==> src/design/qad_pkg.sv <==
// Types, codes and constants shared by the quadrature decoder modules.
package qad_pkg;

	typedef enum logic [1:0] {
		FN_EDGE = 2'd0,
		FN_ZERO = 2'd1,
		FN_SEED = 2'd2,
		FN_RSVD = 2'd3
	} qad_func_t;

	typedef enum logic [1:0] {
		ST_IDLE,
		ST_MUL,
		ST_DIV,
		ST_DONE
	} qad_state_t;

	localparam logic [1:0] REG_CPR    = 2'd0;
	localparam logic [1:0] REG_LINE_A = 2'd1;
	localparam logic [1:0] REG_LINE_B = 2'd2;

	localparam logic [15:0] CPR_RESET    = 16'd1024;
	localparam logic [5:0]  LINE_A_RESET = 6'd0;
	localparam logic [5:0]  LINE_B_RESET = 6'd1;

	localparam logic [1:0] STEP_NONE = 2'b00;
	localparam logic [1:0] STEP_POS  = 2'b01;
	localparam logic [1:0] STEP_NEG  = 2'b11;

	// 36000 / 4: the x4 factor folds into the scale, so the divisor is counts_per_rev.
	localparam logic [13:0] ANGLE_SCALE = 14'd9000;

	localparam logic [47:0] ANGLE_MAX     = 48'h7FFF_FFFF_FFFF;
	localparam logic [47:0] ANGLE_NEG_MAG = 48'h8000_0000_0000;
	localparam logic [47:0] ANGLE_MIN     = 48'h8000_0000_0000;

	localparam logic signed [31:0] POS32_MAX = 32'sh7FFF_FFFF;
	localparam logic signed [31:0] POS32_MIN = 32'sh8000_0000;

	typedef struct packed {
		logic [15:0] cpr;
		logic [5:0]  line_a_id;
		logic [5:0]  line_b_id;
	} qad_cfg_t;

	typedef struct packed {
		logic [1:0] func;
		logic [5:0] line_offset;
		logic       rising;
		logic       seed_a_level;
		logic       seed_b_level;
	} qad_item_t;

	typedef struct packed {
		logic accept;
		logic div_load;
		logic div_step;
		logic out_load;
	} qad_cmd_t;

	// Step for an old/new level pair; index is {old A, old B, new A, new B}.
	function automatic logic [1:0] step_of(input logic [3:0] idx);
		logic [1:0] s;
		s = STEP_NONE;
		if (idx inside {4'd2, 4'd4, 4'd11, 4'd13}) begin
			s = STEP_POS;
		end else if (idx inside {4'd1, 4'd7, 4'd8, 4'd14}) begin
			s = STEP_NEG;
		end
		return s;
	endfunction

endpackage

==> src/design/qad_regs.sv <==
// Configuration register file behind the APB-style port.
module qad_regs import qad_pkg::*; (
	input  logic        clk,
	input  logic        arst_n,
	input  logic        psel,
	input  logic        penable,
	input  logic        pwrite,
	input  logic [3:0]  paddr,
	input  logic [31:0] pwdata,
	output logic [31:0] prdata,
	output qad_cfg_t    cfg
);

	qad_cfg_t cfg_q;
	logic     wr_en;

	assign wr_en = psel && penable && pwrite;

	always_ff @(posedge clk or negedge arst_n) begin
		if (!arst_n) begin
			cfg_q.cpr       <= CPR_RESET;
			cfg_q.line_a_id <= LINE_A_RESET;
			cfg_q.line_b_id <= LINE_B_RESET;
		end else if (wr_en) begin
			case (paddr[3:2])
				REG_CPR:    cfg_q.cpr       <= pwdata[15:0];
				REG_LINE_A: cfg_q.line_a_id <= pwdata[5:0];
				REG_LINE_B: cfg_q.line_b_id <= pwdata[5:0];
				default: ;
			endcase
		end
	end

	always_comb begin
		case (paddr[3:2])
			REG_CPR:    prdata = {16'd0, cfg_q.cpr};
			REG_LINE_A: prdata = {26'd0, cfg_q.line_a_id};
			REG_LINE_B: prdata = {26'd0, cfg_q.line_b_id};
			default:    prdata = 32'd0;
		endcase
	end

	assign cfg = cfg_q;

endmodule

==> src/design/qad_div.sv <==
// Restoring divider that retires two quotient bits per step.
module qad_div #(
	parameter int QW = 46
) (
	input  logic          clk,
	input  logic          load,
	input  logic          step,
	input  logic [QW-1:0] dividend,
	input  logic [15:0]   divisor,
	output logic [QW-1:0] quotient
);

	logic [15:0]   rem_q;
	logic [QW-1:0] quo_q;
	logic [15:0]   rem_d;
	logic [QW-1:0] quo_d;
	logic [16:0]   trial;

	// The quotient register shifts the dividend out at the top and the quotient in below.
	always_comb begin
		rem_d = rem_q;
		quo_d = quo_q;
		trial = 17'd0;
		for (int i = 0; i < 2; i++) begin
			trial = {rem_d, quo_d[QW-1]};
			quo_d = {quo_d[QW-2:0], 1'b0};
			if (trial >= {1'b0, divisor}) begin
				trial    = trial - {1'b0, divisor};
				quo_d[0] = 1'b1;
			end
			rem_d = trial[15:0];
		end
	end

	always_ff @(posedge clk) begin
		if (load) begin
			rem_q <= 16'd0;
			quo_q <= dividend;
		end else if (step) begin
			rem_q <= rem_d;
			quo_q <= quo_d;
		end
	end

	assign quotient = quo_q;

endmodule

==> src/design/qad_dp.sv <==
// Datapath: levels, position, angle scaling and the result register.
module qad_dp import qad_pkg::*; #(
	parameter int PW = 32
) (
	input  logic        clk,
	input  logic        arst_n,
	input  qad_cmd_t    cmd,
	input  qad_item_t   item,
	input  qad_cfg_t    cfg,
	output logic [31:0] out_position,
	output logic [47:0] out_angle,
	output logic        out_ambiguous,
	output logic [1:0]  out_step
);

	localparam int DW   = PW + 14;
	localparam int QW   = 2 * ((DW + 1) / 2);
	localparam int CW   = (QW > 48) ? QW : 48;
	localparam int PWX  = (PW > 32) ? PW : 32;

	localparam logic signed [PW-1:0]  POS_MAX = {1'b0, {(PW-1){1'b1}}};
	localparam logic signed [PW-1:0]  POS_MIN = {1'b1, {(PW-1){1'b0}}};
	localparam logic signed [PWX-1:0] PC_MAX  = PWX'(POS32_MAX);
	localparam logic signed [PWX-1:0] PC_MIN  = PWX'(POS32_MIN);

	logic [1:0]           ab_q;
	logic signed [PW-1:0] pos_q;
	logic [1:0]           step_q;
	logic                 amb_q;
	logic                 neg_q;

	logic [1:0]           lev_d;
	logic signed [PW-1:0] pos_d;
	logic [1:0]           step_d;
	logic                 amb_d;

	logic [PW-1:0]        mag;
	logic [DW-1:0]        prod;
	logic [15:0]          divisor;
	logic [QW-1:0]        quotient;
	logic [CW-1:0]        qz;
	logic [47:0]          angle_d;
	logic signed [PWX-1:0] pos_ext;
	logic [31:0]          pos_rep;

	always_comb begin
		lev_d  = ab_q;
		pos_d  = pos_q;
		step_d = STEP_NONE;
		amb_d  = 1'b0;
		case (item.func)
			FN_EDGE: begin
				if (item.line_offset == cfg.line_a_id) begin
					lev_d[1] = item.rising;
				end else if (item.line_offset == cfg.line_b_id) begin
					lev_d[0] = item.rising;
				end
				step_d = step_of({ab_q, lev_d});
				if (step_d == STEP_POS) begin
					if (pos_q != POS_MAX) begin
						pos_d = pos_q + {{(PW-1){1'b0}}, 1'b1};
					end
				end else if (step_d == STEP_NEG) begin
					if (pos_q != POS_MIN) begin
						pos_d = pos_q - {{(PW-1){1'b0}}, 1'b1};
					end
				end else begin
					amb_d = (lev_d != ab_q);
				end
			end
			FN_ZERO: pos_d = '0;
			FN_SEED: lev_d = {item.seed_a_level, item.seed_b_level};
			default: ;
		endcase
	end

	always_ff @(posedge clk or negedge arst_n) begin
		if (!arst_n) begin
			ab_q  <= 2'b00;
			pos_q <= '0;
		end else if (cmd.accept) begin
			ab_q  <= lev_d;
			pos_q <= pos_d;
		end
	end

	always_ff @(posedge clk) begin
		if (cmd.accept) begin
			step_q <= step_d;
			amb_q  <= amb_d;
		end
		if (cmd.div_load) begin
			neg_q <= pos_q[PW-1];
		end
	end

	// |position| * 9000 feeds the divider register directly.
	assign mag     = pos_q[PW-1] ? (~pos_q + {{(PW-1){1'b0}}, 1'b1}) : pos_q;
	assign prod    = DW'(mag) * DW'(ANGLE_SCALE);
	assign divisor = (cfg.cpr == 16'd0) ? 16'd1 : cfg.cpr;

	qad_div #(
		.QW(QW)
	) u_div (
		.clk      (clk),
		.load     (cmd.div_load),
		.step     (cmd.div_step),
		.dividend (QW'(prod)),
		.divisor  (divisor),
		.quotient (quotient)
	);

	assign qz = CW'(quotient);

	always_comb begin
		if (!neg_q) begin
			angle_d = (qz > CW'(ANGLE_MAX)) ? ANGLE_MAX : qz[47:0];
		end else begin
			angle_d = (qz > CW'(ANGLE_NEG_MAG)) ? ANGLE_MIN : (~qz[47:0] + 48'd1);
		end
	end

	assign pos_ext = PWX'(pos_q);

	always_comb begin
		if (pos_ext > PC_MAX) begin
			pos_rep = POS32_MAX;
		end else if (pos_ext < PC_MIN) begin
			pos_rep = POS32_MIN;
		end else begin
			pos_rep = pos_ext[31:0];
		end
	end

	always_ff @(posedge clk) begin
		if (cmd.out_load) begin
			out_position  <= pos_rep;
			out_angle     <= angle_d;
			out_ambiguous <= amb_q;
			out_step      <= step_q;
		end
	end

endmodule

==> src/design/qad_ctrl.sv <==
// Sequencer: accepts a beat, runs the scaling divide and hands off the result.
module qad_ctrl import qad_pkg::*; #(
	parameter int STEPS = 23
) (
	input  logic     clk,
	input  logic     arst_n,
	input  logic     s_tvalid,
	input  logic     m_tready,
	output logic     s_tready,
	output logic     m_tvalid,
	output qad_cmd_t cmd
);

	localparam int CNTW = (STEPS > 1) ? $clog2(STEPS) : 1;
	localparam logic [CNTW-1:0] CNT_LAST = CNTW'(STEPS - 1);

	qad_state_t      state_q;
	qad_state_t      state_d;
	logic [CNTW-1:0] cnt_q;
	logic            m_tvalid_q;
	logic            out_free;

	assign out_free = !m_tvalid_q || m_tready;

	always_comb begin
		state_d = state_q;
		case (state_q)
			ST_IDLE: if (s_tvalid) state_d = ST_MUL;
			ST_MUL:  state_d = ST_DIV;
			ST_DIV:  if (cnt_q == CNT_LAST) state_d = ST_DONE;
			ST_DONE: if (out_free) state_d = ST_IDLE;
			default: state_d = ST_IDLE;
		endcase
	end

	always_comb begin
		cmd          = '0;
		s_tready     = 1'b0;
		case (state_q)
			ST_IDLE: begin
				s_tready   = 1'b1;
				cmd.accept = s_tvalid;
			end
			ST_MUL:  cmd.div_load = 1'b1;
			ST_DIV:  cmd.div_step = 1'b1;
			ST_DONE: cmd.out_load = out_free;
			default: ;
		endcase
	end

	always_ff @(posedge clk or negedge arst_n) begin
		if (!arst_n) begin
			state_q    <= ST_IDLE;
			cnt_q      <= '0;
			m_tvalid_q <= 1'b0;
		end else begin
			state_q <= state_d;
			if (cmd.div_load) begin
				cnt_q <= '0;
			end else if (cmd.div_step) begin
				cnt_q <= cnt_q + {{(CNTW-1){1'b0}}, 1'b1};
			end
			if (cmd.out_load) begin
				m_tvalid_q <= 1'b1;
			end else if (m_tready) begin
				m_tvalid_q <= 1'b0;
			end
		end
	end

	assign m_tvalid = m_tvalid_q;

endmodule

==> src/design/quadrature_x4_angle_decoder_core.sv <==
// Top level of the x4 quadrature decoder with angle output.
// A taken input beat passes the multiply state, the divide state and the done state,
// where the divide runs STEPS = ceil((POSITION_WIDTH+14)/2) divider steps (23 at the default width).
// Only one input beat is worked on at a time; a new one is taken once its result is loaded,
// as the beats share one radix-4 divider that scales position to centidegrees.
// Reset (arst_n low, asynchronous): levels and position clear to zero, registers
// return to their defaults, and no result beat is pending.
module quadrature_x4_angle_decoder_core import qad_pkg::*; #(
	parameter int POSITION_WIDTH = 32
) (
	input  logic        clk,
	input  logic        arst_n,
	// Input beat.
	input  logic        s_tvalid,
	output logic        s_tready,
	// s_tdata: line_offset[5:0], rising[6], seed_a_level[7], seed_b_level[8], zero[15:9].
	input  logic [15:0] s_tdata,
	// s_tuser: func[1:0].
	input  logic [1:0]  s_tuser,
	// Result beat.
	output logic        m_tvalid,
	input  logic        m_tready,
	// m_tdata: position_count[31:0], angle_centideg[79:32], ambiguous[80],
	// step_dir[82:81], zero[87:83].
	output logic [87:0] m_tdata,
	// Configuration port.
	input  logic        psel,
	input  logic        penable,
	input  logic        pwrite,
	input  logic [3:0]  paddr,
	input  logic [31:0] pwdata,
	output logic [31:0] prdata,
	output logic        pready
);

	// The angle is |position| * 9000 / counts_per_rev; the dividend is PW+14 bits,
	// rounded up to an even width so the divider retires two bits per step.
	localparam int STEPS = (POSITION_WIDTH + 15) / 2;

	qad_cfg_t    cfg;
	qad_item_t   item;
	qad_cmd_t    cmd;
	logic [31:0] out_position;
	logic [47:0] out_angle;
	logic        out_ambiguous;
	logic [1:0]  out_step;

	assign pready = 1'b1;

	// Unpack the input beat into the decoder's item fields.
	assign item.func         = s_tuser;
	assign item.line_offset  = s_tdata[5:0];
	assign item.rising       = s_tdata[6];
	assign item.seed_a_level = s_tdata[7];
	assign item.seed_b_level = s_tdata[8];

	qad_regs u_regs (
		.clk     (clk),
		.arst_n  (arst_n),
		.psel    (psel),
		.penable (penable),
		.pwrite  (pwrite),
		.paddr   (paddr),
		.pwdata  (pwdata),
		.prdata  (prdata),
		.cfg     (cfg)
	);

	// The controller takes one beat at a time; the result register lets the next
	// beat enter while the previous result still waits downstream.
	qad_ctrl #(
		.STEPS(STEPS)
	) u_ctrl (
		.clk      (clk),
		.arst_n   (arst_n),
		.s_tvalid (s_tvalid),
		.m_tready (m_tready),
		.s_tready (s_tready),
		.m_tvalid (m_tvalid),
		.cmd      (cmd)
	);

	qad_dp #(
		.PW(POSITION_WIDTH)
	) u_dp (
		.clk           (clk),
		.arst_n        (arst_n),
		.cmd           (cmd),
		.item          (item),
		.cfg           (cfg),
		.out_position  (out_position),
		.out_angle     (out_angle),
		.out_ambiguous (out_ambiguous),
		.out_step      (out_step)
	);

	assign m_tdata = {5'd0, out_step, out_ambiguous, out_angle, out_position};

endmodule

==> config.mk <==
export PLATFORM = sky130hd
export DESIGN_NAME = quadrature_x4_angle_decoder_core
export DESIGN_NICKNAME = d
export VERILOG_FILES = /design/src/design/qad_pkg.sv /design/src/design/qad_regs.sv /design/src/design/qad_div.sv /design/src/design/qad_dp.sv /design/src/design/qad_ctrl.sv /design/src/design/quadrature_x4_angle_decoder_core.sv
export SDC_FILE = /design/constraint.sdc
export NUM_CORES = 1
export LEC_CHECK = 0
export BUFFER_PORTS_ARGS = -buffer_cell sky130_fd_sc_hd__buf_2
export CORE_UTILIZATION = 30
export DETAILED_ROUTE_END_ITERATION = 12
export SLEW_MARGIN = 20
export SYNTH_ARGS = -nofsm -noshare
export SYNTH_HDL_FRONTEND = slang
export SYNTH_HIERARCHICAL = 1
export SYNTH_SLANG_ARGS = --single-unit
==> constraint.sdc <==
create_clock -name clk -period 16.3 [get_ports clk]
set_input_delay 3.26 -clock clk [delete_from_list [all_inputs] [get_ports clk]]
set_output_delay 3.26 -clock clk [all_outputs]
set_load 0.05 [all_outputs]
# Word-level counts from Yosys, hierarchy flattened
# Index checks and enable logic that the tools add are counted.
[classes]
reduce_logical = 21
n_mul = 1
eq_ne = 29
addsub = 7
n_lt_le_gt_ge = 6
bitwise = 3
mux = 40
[op_table]
columns = ["operator", "count"]
rows = [
  ["$mux 32", 6],
  ["$mux 48", 2],
  ["$mux 46", 2],
  ["$add 32x1->32 const B", 2],
  ["$ne 32x32->1 const B", 2],
  ["$pmux 32 s2", 1],
  ["$add 48x1->48 const B", 1],
  ["$gt 46x48->1 const B", 1],
  ["$mux 16", 3],
  ["$not 46->48", 1],
  ["$pmux 16 s3", 1],
  ["$gt 46x47->1 const B", 1],
  ["$mux 47", 1],
  ["$mul 32x11->43 const B", 1],
  ["$ge 17x16->1", 2],
  ["$gt 32x32->1 const B", 1],
  ["$lt 32x32->1 const B", 1],
  ["$not 32->32", 1],
  ["$sub 16x16->16", 2],
  ["$sub 32x1->32 const B", 1],
  ["$eq 4x4->1 const B", 4],
  ["$logic_not 16->1", 1],
  ["$mux 1", 14],
  ["$eq 6x6->1", 2],
  ["other kinds (27)", 53],
]
[totals]
out_inout_bits = 123
reg_bits = 219
word_cells = 125
in_bits = 61

# Depth between registers and ports, before layout
[logic_depth]
ltp_word = 13
ltp_mapped = 27
mapped_depth_nobuf = 26

# By module
# The synthesis kept the hierarchy.
[modules_own_cells]
columns = ["mod", "n_inst", "seq_area_each_um2", "cells_each", "area_per_inst_um2"]
rows = [
  ["qad_dp", 1, 3463.3, 1479, 13965.9],
  ["qad_div", 1, 1701.6, 452, 4643.2],
  ["qad_regs", 1, 703.2, 110, 1421.4],
  ["qad_ctrl", 1, 200.2, 50, 523.0],
  ["quadrature_x4_angle_decoder_core", 1, 0.0, 9, 60.1],
]

# Least setup slack after synthesis
# Ideal clock, no wire load.
[synth_timing]
kind = "input to output"
from = "in paddr[3]"
to = "out prdata[1]"
t_arrival_ps = 4593
path_stages = 3
path_buffers = 1
t_required_ps = 13040
slack_ps = 8447
path_cell_list = "buf_6 mux2i_1 o21ai_0"
[synth_via]
elab_chain_len = 2
elab_cells_between_ends = 4
classes_between = "eq/ne: 2; mux: 1; reduce/logical: 1"
[synth_rtl]
columns = ["item", "line_no", "text"]
rows = [
  ["start, declared", "quadrature_x4_angle_decoder_core.sv:30", "input logic [3:0] paddr,"],
  ["$eq 2x2->1 (tied with other cells)", "qad_regs.sv:35", "case (paddr[3:2])"],
  ["$pmux 16 s3 (*)", "qad_regs.sv:35", ""],
  ["end, declared", "quadrature_x4_angle_decoder_core.sv:32", "output logic [31:0] prdata,"],
]
# Every way passes the cells marked *; elsewhere a longest branch is shown, timed or not.

# Worst setup path in the final report
[layout_timing]
from = "reg u_dp.pos_q[0], in the netlist u_dp/pos_ext[0]"
to = "reg u_dp.u_div.quo_q[45], in the netlist u_dp/u_div/quotient[45], data pin"
[layout_via]
elab_chain_len = 5
[layout_rtl]
columns = ["item", "line_no", "text"]
rows = [
  ["start, declared", "qad_dp.sv:27", "logic signed [PW-1:0] pos_q;"],
  ["start signal, assigned", "qad_dp.sv:83", "pos_q <= pos_d;"],
  ["$not 32->32", "qad_dp.sv:98", "assign mag = pos_q[PW-1] ? (~pos_q + {{(PW-1){1'b0}}, 1'b1}) : pos_q;"],
  ["$add 32x1->32", "qad_dp.sv:98", ""],
  ["$mux 32 (*)", "qad_dp.sv:98", ""],
  ["$mul 32x11->43 (*)", "qad_dp.sv:99", "assign prod = DW'(mag) * DW'(ANGLE_SCALE);"],
  ["named net u_dp.prod[45]", "qad_dp.sv:38", "logic [DW-1:0] prod;"],
  ["$mux 46 (*)", "qad_div.sv:36", "if (load) begin"],
  ["end signal, assigned", "qad_div.sv:38", "quo_q <= dividend;"],
  ["end signal, assigned", "qad_div.sv:41", "quo_q <= quo_d;"],
  ["end, declared", "qad_div.sv:14", "logic [QW-1:0] quo_q;"],
]
# Mark *: on every way through the listed nets, which the timed path passes. The rest lies on a longest branch.
# A chain may end at the register's enable or synchronous reset.

==> qor.txt <==
WL/cell = 16.3 µm
unrepaired setup endpoints after global routing = no
met1 usage = 18.7%
initial antenna violation count = 0
GRT overflow = 0
Final Wtd Congestion = 0.849
row count = 95
Worst Path Required = 16.61 ns
# setup viols final = 0
Antenna Nets Post-Route = 0
worst relative slew slack = 24.1%
maximum root-to-sink buffer count = 3
first-pass GRT wire length = 81.1 mm
sequential share of the synthesized area = 29.4%
largest family of logic cells by synthesized area = adder cells
detailed-route via count = 15.3k
clock skew = 0.0137 ns
CP Max Fanout = 11
WS Path Type = reg -> reg
clock latency on the worst-skew pair = 0.56 ns
first-pass iteration count of the detailed router = 5
status = complete, no violations
vias in the first global route = 15.5k
Data arrival, critical path = 8.61 ns
HP Class = reg -> reg
Highest Clock Rate = 0.120 GHz
die width = 264 µm
Clk pin slew, worst setup/hold paths = 0.06 ns
DP Cell Count = 3009
Synth Register Bits = 219
post-CTS setup buffer count = 0
final WL = 49.9 mm
clk sink count = 219
top-area cell type share of the netlist area = 19.4%
Post-synth EDFFs = 133
Area Overhead vs Synth = 10.5%
largest area contributor in the netlist = edfxtp_1
Initial Util = 30.5%
startpoint types = flip-flop
Final Util = 33.7%
HPWL after DPL = 39.6 mm
met3 Use GR = 2.21%
compound-gate portion of the synthesized area = 14.8%
post-synthesis simple-gate area fraction = 12.4%
final hold violations = 0
Resized cells post-CTS = 0
Top FF cell, synth = edfxtp_1
final setup TNS = 0 ns
Syn Area/Cell = 9.82 µm²
final worst path period need = 8.30 ns
Ports = 184
Worst-Margin Slew = 1.14 ns
die area = 0.0698 mm²
Max-Cap Viols = 0
count leader, synth = ha_1
most used routing layer = met2
Nets = 2549
cts hold-fix bufs = 0
DR vias/cell = 5.00
M2 GR Usage = 23.9%
Synth cell types = 105
Syn Inst Count = 2100
fin crit share = 50.9%
CTS Buf Count = 27
CTS root buffer = clkbuf_16
# diodes = 0
port buffer count = 136
asr flop ratio synth = 32.0%
Post-synth top cells = ha_1 (239), inv_1 (224), edfxtp_1 (133), xnor2_1 (125), nand2_1 (116)
proportion of synthesized area in mux cells = 6.31%
layout cells sized above 1 = 15.1%
fin cells = 3059
post-synthesis adder-cell area fraction = 22.7%
Post-Synth XOR/XNOR Area = 7.08%
core area = 0.0676 mm²
Post-route DRC = 0
htree depth = 1
top cells by area, synth = edfxtp_1 (19%), ha_1 (15%), dfrtp_1 (8.3%), fa_1 (8.2%), xnor2_1 (5.3%)
Synth Cell Area = 0.0206 mm²
fillers = 6815
warnings from Yosys = 6
Starting DRT DRC Count = 805
CTS tree = yes
CP endpoint kind = flip-flop
fin. max-slew vios = 0
total track usage = 14.2%
largest net degree at the start of global routing = 68
Die H = 264 µm
## state kept, by name, indices dropped and copies added (netlist names)
| register | flops |
|---|---|
| u_dp/out_angle | 48 |
| u_dp/u_div/quotient | 46 |
| u_dp/out_position | 32 |
| u_dp/pos_ext | 32 |
| u_regs/cfg | 28 |
| u_dp/u_div/rem_q | 16 |
| u_ctrl/cnt_q | 5 |
| u_ctrl/state_q | 2 |
| u_dp/ab_q | 2 |
| u_dp/out_step | 2 |
| u_dp/step_q | 2 |
| u_ctrl/m_tvalid | 1 |
| u_dp/amb_q | 1 |
| u_dp/neg_q | 1 |
| u_dp/out_ambiguous | 1 |
## critical path, stage by stage (launching register included)
cell	delay [ns]
dfrtp_1	0.57
or4_1	0.62
or3b_1	0.44
or4_4	0.45
or3_4	0.42
o31a_1	0.30
xor2_2	0.35
ha_1	0.31
ha_1	0.30
fa_1	0.52
fa_1	0.56
inv_1	0.06
fa_1	0.53
inv_1	0.04
ha_1	0.38
a21o_1	0.22
a211oi_1	0.30
o21ai_0	0.18
a31o_2	0.28
o21ai_1	0.41
a31oi_1	0.15
a311o_1	0.40
mux2_2	0.27
## layout make-up
cell class | count | area, µm² | share of cell area (%)
tap | 873 | 1090 | 4.80
clock buffer | 37 | 733 | 3.22
inverter | 225 | 845 | 3.71
multi-input combinational | 1546 | 13200 | 57.8
sequential | 219 | 6070 | 26.6
timing repair buffer | 146 | 756 | 3.32
clock inverter | 13 | 126 | 0.555
## layout by cell type, fill, tap and decap left out, types with 11 or more instances in the layout
master	Yosys	final
a21oi_1	76	76
nand2b_1	22	22
edfxtp_1	133	133
nand4_1	25	25
xor2_1	38	38
fa_1	84	84
a211oi_1	34	34
clkbuf_16	0	27
mux2_2	85	85
nor2_1	112	112
buf_2	8	136
nor4_1	11	11
nand2_1	116	116
o21ai_0	72	72
and3_1	14	14
conb_1	4	26
nor3_1	37	37
xnor2_1	125	125
and2_1	25	24
inv_1	224	224
o31ai_1	41	41
nand3_1	37	37
nor2b_1	17	17
dfrtp_1	68	68
a21o_1	40	40
dfxtp_1	16	16
ha_1	239	238
o21a_1	17	17
o41ai_1	11	11
mux2i_1	29	29
## worst paths after layout
check                                                 start                                end  slack [ns]  cells past startpoint
worst max-delay path            u_dp/pos_ext[0]$_DFFE_PN0P_  u_dp/u_div/quotient[45]$_DFFE_PP_        8.00                     22
worst min-delay path               u_dp/amb_q$_SDFFCE_PP0P_       u_dp/out_ambiguous$_DFFE_PP_        0.43                      0
worst max register to register  u_dp/pos_ext[0]$_DFFE_PN0P_  u_dp/u_div/quotient[45]$_DFFE_PP_        8.00                     22
worst min register to register     u_dp/amb_q$_SDFFCE_PP0P_       u_dp/out_ambiguous$_DFFE_PP_        0.43                      0
max in group asynchronous                            arst_n       u_dp/pos_ext[18]$_DFFE_PN0P_       12.62                      2
min in group asynchronous                            arst_n         u_regs/cfg[19]$_DFFE_PN0P_        2.56                      1
## routing by layer
layer	wire [µm]	up-vias	share of wire, %
met5	0	-	0
met4	1220	0	2.4
met3	2280	66	4.6
met2	23000	306	46
met1	23400	7331	47
li1	-	7593	-
## through the flow
step,setup slack (ns),hold WS (ns),area [µm²]
5_1_grt,7.60,0.448,22800
3_5_place_dp,7.94,0.406,21900
6_report,8.00,0.426,22800
2_1_floorplan,8.45,0.400,20700
3_3_place_gp,7.95,0.414,21900
4_1_cts,7.95,0.433,22800
## cells by family (layout without fill, tap and decap cells)
family	Yosys count	after routing
XOR/XNOR	165	165
AO/OA/AOI/OAI	427	427
adder cells (fa/ha/maj)	323	323
buffers and inverters	357	421
AND/OR/NAND/NOR	487	487
flip-flops	219	219
multiplexers	118	118
other	4	26
Power is not shown: default switching activity piles up to over one toggle a cycle in this logic, so the estimate is an artifact.
